<file path="config.mk">
export PLATFORM = sky130hd
export DESIGN_NAME = smm_reduce_cell
export DESIGN_NICKNAME = d
export VERILOG_FILES = /design/src/smm_pkg.sv /design/src/smm_reduce_cell.sv
export SDC_FILE = /design/constraint.sdc
export NUM_CORES = 1
export LEC_CHECK = 0
export BUFFER_PORTS_ARGS = -buffer_cell sky130_fd_sc_hd__clkbuf_2
export CORE_AREA = 2 2 503 505
export DETAILED_ROUTE_END_ITERATION = 6
export DIE_AREA = 0 0 505 507
export PLACE_DENSITY = 0.3
export SLEW_MARGIN = 25
export SYNTH_ARGS = -nofsm -noshare
export SYNTH_HDL_FRONTEND = slang
export SYNTH_SLANG_ARGS = --single-unit
</file>
<file path="constraint.sdc">
create_clock -name clk -period 0.8 [get_ports clk]
set_input_delay 0.08 -clock clk [delete_from_list [all_inputs] [get_ports clk]]
set_output_delay 0.08 -clock clk [all_outputs]
set_load 0.01 [all_outputs]
</file>
<file path="src/smm_pkg.sv">
// ----------------------------------------------------------------------------
// smm_pkg: shared constants for the group-order scalar multiplier
// Group order L, its small multiples, and the limb widths used by the cells.
// ----------------------------------------------------------------------------
`default_nettype none

package smm_pkg;

    localparam int OPND_W = 256;   // operand width
    localparam int RES_W  = 253;   // residue width, holds any value below L
    localparam int SUM_W  = 255;   // 2*r + b, below 3L
    localparam int NUM_PRE = 4;    // pre-reduction cells for the b operand

    typedef logic [OPND_W-1:0] opnd_t;
    typedef logic [RES_W-1:0]  res_t;
    typedef logic [SUM_W-1:0]  sum_t;

    localparam res_t ORDER =
        253'h1000000000000000000000000000000014def9dea2f79cd65812631a5cf5d3ed;

    // Multiples 8L, 4L, 2L, L for the pre-reduction of b (b < 16L)
    localparam opnd_t PRE_MULT [NUM_PRE] = '{
        {ORDER, 3'b000},
        {1'b0, ORDER, 2'b00},
        {2'b00, ORDER, 1'b0},
        {3'b000, ORDER}
    };

    localparam sum_t ORDER_X1 = {2'b00, ORDER};
    localparam sum_t ORDER_X2 = {1'b0, ORDER, 1'b0};

endpackage

`default_nettype wire

</file>
<file path="src/smm_reduce_cell.sv">
// ----------------------------------------------------------------------------
// smm_reduce_cell: one compare-and-subtract step of the b pre-reduction
// Subtracts a fixed multiple of L when the value is at least that multiple.
// ----------------------------------------------------------------------------
`default_nettype none

module smm_reduce_cell (
    input  wire logic          clk,
    input  wire logic          rst_n,
    input  wire logic          adv,
    input  wire logic          valid_in,
    input  wire smm_pkg::opnd_t mult,
    input  wire smm_pkg::opnd_t a_in,
    input  wire smm_pkg::opnd_t x_in,
    output logic               valid_out,
    output smm_pkg::opnd_t     a_out,
    output smm_pkg::opnd_t     x_out
);
    import smm_pkg::*;

    logic  valid_reg;
    opnd_t a_reg;
    opnd_t x_reg;
    opnd_t x_next;

    // Drop one multiple of L if it fits
    always_comb
    begin
        if (x_in >= mult)
        begin
            x_next = x_in - mult;
        end
        else
        begin
            x_next = x_in;
        end
    end

    // Advance the valid flag
    always_ff @(posedge clk or negedge rst_n)
    begin
        if (!rst_n)
        begin
            valid_reg <= 1'b0;
        end
        else if (adv)
        begin
            valid_reg <= valid_in;
        end
    end

    // Advance the payload
    always_ff @(posedge clk)
    begin
        if (adv && valid_in)
        begin
            a_reg <= a_in;
            x_reg <= x_next;
        end
    end

    assign valid_out = valid_reg;
    assign a_out     = a_reg;
    assign x_out     = x_reg;

endmodule

`default_nettype wire

</file>
==> summary by stage <==
Setup path
The worst register-to-register path ends at valid_out. The worst stage delay on the critical path is 0.44 ns. Across all register-to-register paths, the minimum setup slack is 0.06 ns. Among all stages on the critical path, the largest delay is contributed by sky130_fd_sc_hd__or3_4.

The signal on the critical path passes through buf_8 -> ha_4 -> buf_6 -> nand3_2 -> o21bai_4 -> a2111oi_4 -> buf_4 -> o2111ai_4 -> a211oi_2 -> buf_6 -> a21oi_4 -> or3_4 -> o21ai_4 -> a41oi_2 -> buf_6 -> o31a_1 -> o21a_4 -> o41ai_4 -> buf_4 -> xnor2_2 -> o21ai_1. The arrival time reported for the critical path endpoint is 4.36 ns. The endpoint required time on the critical path is 1.27 ns. The number of cells on the worst reg-to-reg path is 1.

Of all nets on the critical path, the largest fanout is 3. The type of destination of the critical path is a flop. The critical path class is input pin to flop.

The dominant cell type by count on the critical path is sky130_fd_sc_hd__buf_6. The worst setup path is launched from an input pin. The worst reg2reg path startpoint is valid_out.

Synth
The number of nets handed over by synthesis was 5525. The average cell area after synthesis is 8.48 um2. Sorting the synthesized cells by area gives the leading types as sky130_fd_sc_hd__edfxtp_1, sky130_fd_sc_hd__a21oi_1, sky130_fd_sc_hd__ha_1, sky130_fd_sc_hd__nor2_1, sky130_fd_sc_hd__nand2_1.

The share of the Yosys chip area taken by registers is 40.4%. sky130_fd_sc_hd__edfxtp_1 takes more of the synthesized area than any other cell. In this run, synthesis produced a sequential element count of 513. Synthesis instantiated 86 different standard cells from the library. The synthesized netlist cell count is 4496.

The total of warnings raised by yosys is 0. The fraction of synthesis flops using an asynchronous set or reset pin is 0.195%. Of the post-synthesis cell area, the dominant cell type holds 40.3%. Summing every instance area after synthesis gives 0.0381 mm2. The dominant register cell in the synthesized netlist is sky130_fd_sc_hd__edfxtp_1.

Counting flops with a built-in enable in the synthesized netlist gives 512.

CTS
The maximum count of clock buffers along a single path is 3. The cell chosen for the clock root is sky130_fd_sc_hd__clkbuf_16. The CTS tree is built. The H-tree depth is 3.

The total clock buffers created by CTS is 72. The clock input transition at the sequential cells of the worst setup and hold paths is 0.06 ns. For this design, the sink count on the clock tree is 513. The insertion delay of the later-clocked pin in the worst-skew pair is 0.71 ns.

Run status
The final reports fail on negative hold slack, negative setup slack. The run finished, with violations left.

Power
The design draws 0.122 W. The maximum VDD drop is 1410 uV. The analysis attributes to cell leakage a power of 35.3 nW. Dividing total power by cell area gives a power density of 1550 mW/mm2.

Finish
For this run, the post-layout net count is 9435. Registers take 0.0154 mm2. The most common library cell in the layout ignoring fill and taps is sky130_fd_sc_hd__buf_4. The share of layout cells above drive strength 1 is 49.9%. Relative to the synthesized area, the layout overhead comes to 106%. The fill cell instance count of the final layout is 27.1k. The area taken by multi-input logic gates is 0.0252 mm2. In the layout the commonest cells are sky130_fd_sc_hd__buf_4, sky130_fd_sc_hd__clkbuf_2, sky130_fd_sc_hd__dlygate4sd3_1, sky130_fd_sc_hd__edfxtp_1, sky130_fd_sc_hd__nand2_1.

STA
For the pin with the worst max-slew slack, the measured transition is 0.813 ns. The final period demand of the worst path is 3.89 ns. The clock skew after layout is 0 ns.

After layout, the worst path uses 486% of the clock period. The count of final setup violators is 784. The count of endpoints failing hold in the final timing report was 3.

Once routing completed, OpenROAD measured the worst setup slack at -3.09 ns. The count of pins over their slew limit was 0. Headroom to the max-slew limit came out at 45.4%. Setup repair after global routing could not meet its margin everywhere.

On the final layout, the worst hold slack is -0.272 ns. The setup TNS after final layout is -903.48 ns. Static timing analysis puts the maximum clock frequency at 257 MHz.

Floorplan
The floorplan step set the die height to 507 um. The starting density of the core is 15.2%. The number of rows in the core area is 184. The die is 505 um wide. 1285 I/O pins were placed.

The area of the core region is 0.250 mm2. The floorplan step defined a die boundary enclosing 0.256 mm2.

Routing
The total wire length is 286000 um. The via density per instance is 4.20. The first-pass detailed-route iteration total is 5. The total via count in the routed design is 49.6k.

The DRC violation total after the first TritonRoute iteration is 2951. In this run the remaining antenna-violating nets after routing total 0. In the final routed layout, each cell accounts on average for 24.2 um.

After detailed routing, the number of remaining DRC violations is 0.

Placed design
The port buffer count is 1284. After legalization and detailed placement, the total HPWL measured 245000 um. At the end of routability-driven placement, the weighted congestion stood at 0.896.

Worst hold path
In this run the worst hold path is classified as input pin to flop. The end of the worst hold path is x_out[15]. The worst hold path depth is 3. In this run the most critical hold path is launched from x_in[15].

GRT
The number of antenna violations at the first check in global routing is 44. The sum of overflow across all layers after global routing is 0. The via count of the first global-routing pass is 52.4k. The global router's overall resource usage is 21.3%.

The maximum number of pins on one net before global-route repair is 56. The first global-routing pass estimated 389000 um of wire.

Run
The number of maximum-capacitance violations is 0.
[cells by family after synthesis]
kind of cell,count (synthesis),share of synthesized area (%)
adders and majority gates,257,8.46
xor gates and xnor gates,246,5.65
DFF,513,40.4
muxes,4,0.115
AOI/OAI and AO/OA,1531,23.8
buffers and inverters,489,4.82
and+or+nand+nor,1456,16.8
[critical path, delay by kind of cell]
kind	cells	cell delay (ns)
AO/OA/AOI/OAI	11	2.38
XOR/XNOR	1	0.10
adder cells (fa/ha/maj)	1	0.30
buffers and inverters	6	0.92
AND/OR/NAND/NOR	2	0.53
[power breakdown]
group          leakage (nW)  internal, W  switching [W]
sequential             4.84       0.0326       0.000912
combinational          29.3       0.0262         0.0286
clock                  1.14       0.0191         0.0144
total                  35.3       0.0780         0.0439
[through the flow]
step	area [um2]	util (%)	hold slack, ns	std cells	setup slack, ns
2_1_floorplan	40100	-	-0.216	4496	-3.27
3_3_place_gp	65500	26.2	-0.144	11000	-4.95
3_5_place_dp	65600	26.2	-0.141	11000	-4.91
4_1_cts	76500	30.6	-0.402	11800	-3.17
5_1_grt	78600	31.4	-0.289	11800	-3.17
6_report	78600	31.4	-0.272	11800	-3.09
[synth_stat cells (5+ instances only)]
cell	instances
sky130_fd_sc_hd__or2_2	10
sky130_fd_sc_hd__o31ai_1	30
sky130_fd_sc_hd__or3_1	13
sky130_fd_sc_hd__o41ai_1	10
sky130_fd_sc_hd__and3_1	16
sky130_fd_sc_hd__o21ai_0	311
sky130_fd_sc_hd__o21bai_1	75
sky130_fd_sc_hd__nor2_1	540
sky130_fd_sc_hd__and2_1	11
sky130_fd_sc_hd__nand4_1	137
sky130_fd_sc_hd__o211ai_1	18
sky130_fd_sc_hd__ha_1	256
sky130_fd_sc_hd__o221ai_1	12
sky130_fd_sc_hd__clkbuf_1	163
sky130_fd_sc_hd__a21o_1	108
sky130_fd_sc_hd__a41oi_1	6
sky130_fd_sc_hd__o21ai_1	50
sky130_fd_sc_hd__o21a_1	36
sky130_fd_sc_hd__a211oi_1	17
sky130_fd_sc_hd__a21boi_0	27
sky130_fd_sc_hd__nor4_1	39
sky130_fd_sc_hd__inv_1	325
sky130_fd_sc_hd__and4_1	8
sky130_fd_sc_hd__a31oi_1	36
sky130_fd_sc_hd__or4_1	5
sky130_fd_sc_hd__nor2b_1	21
sky130_fd_sc_hd__nand2_1	501
sky130_fd_sc_hd__a221o_1	5
sky130_fd_sc_hd__nand3_1	49
sky130_fd_sc_hd__xnor2_1	140
sky130_fd_sc_hd__edfxtp_1	512
sky130_fd_sc_hd__a21oi_1	708
sky130_fd_sc_hd__a21bo_2	6
sky130_fd_sc_hd__a221oi_1	15
sky130_fd_sc_hd__xor2_1	106
sky130_fd_sc_hd__nor3_1	76
sky130_fd_sc_hd__o31a_1	7
sky130_fd_sc_hd__nand2b_1	20
[worst max path at each step]
stage                     startpoint         end  cells past startpoint
after floorplan                  adv    a_out[0]                      1
after global placement      mult[46]  x_out[243]                     19
after detailed placement    mult[46]  x_out[243]                     19
after CTS                    mult[6]  x_out[239]                     22
after global routing         mult[2]  x_out[239]                     22
final                        x_in[3]  x_out[239]                     21
[repair_timing]
| action | 4_1_cts | 5_1_grt |
|---|---|---|
| hold buffers | 547 | 7 |
| setup buffers | 82 | 76 |
| gates resized for setup | 436 | 372 |
| endpoints found under the hold margin | 513 | 10 |
| pin swaps | 138 | 188 |
| gates cloned | 10 | 9 |
| setup endpoints to repair | 769 | 769 |
[area by class of cell]
class / count / area share (%)
repair buffers: 4000 / 38.3
inverters: 325 / 1.60
clock buffers: 88 / 2.37
multi-input cells: 3494 / 32.1
diodes: 19 / 0.0605
flip-flops and latches: 513 / 19.6
well taps: 3348 / 5.33
clock inverters: 41 / 0.684
[per-layer routing]
metal  share of wire, %  wire length [um]  vias to the layer above  global-route usage (%)
met1                 38            110000                    23800                    23.3
met5              0.028                80                        -                       0
met2                 54            155000                     1317                    41.6
met4                3.6             10300                       12                    7.45
li1                   -                 -                    24200                       -
met3                3.8             10700                      257                    2.57
[flip-flops by register name, indices dropped and copies added (netlist names)]
register	cells
valid_out	1
a_out	256
x_out	256
(Power assumes the default switching activity.)
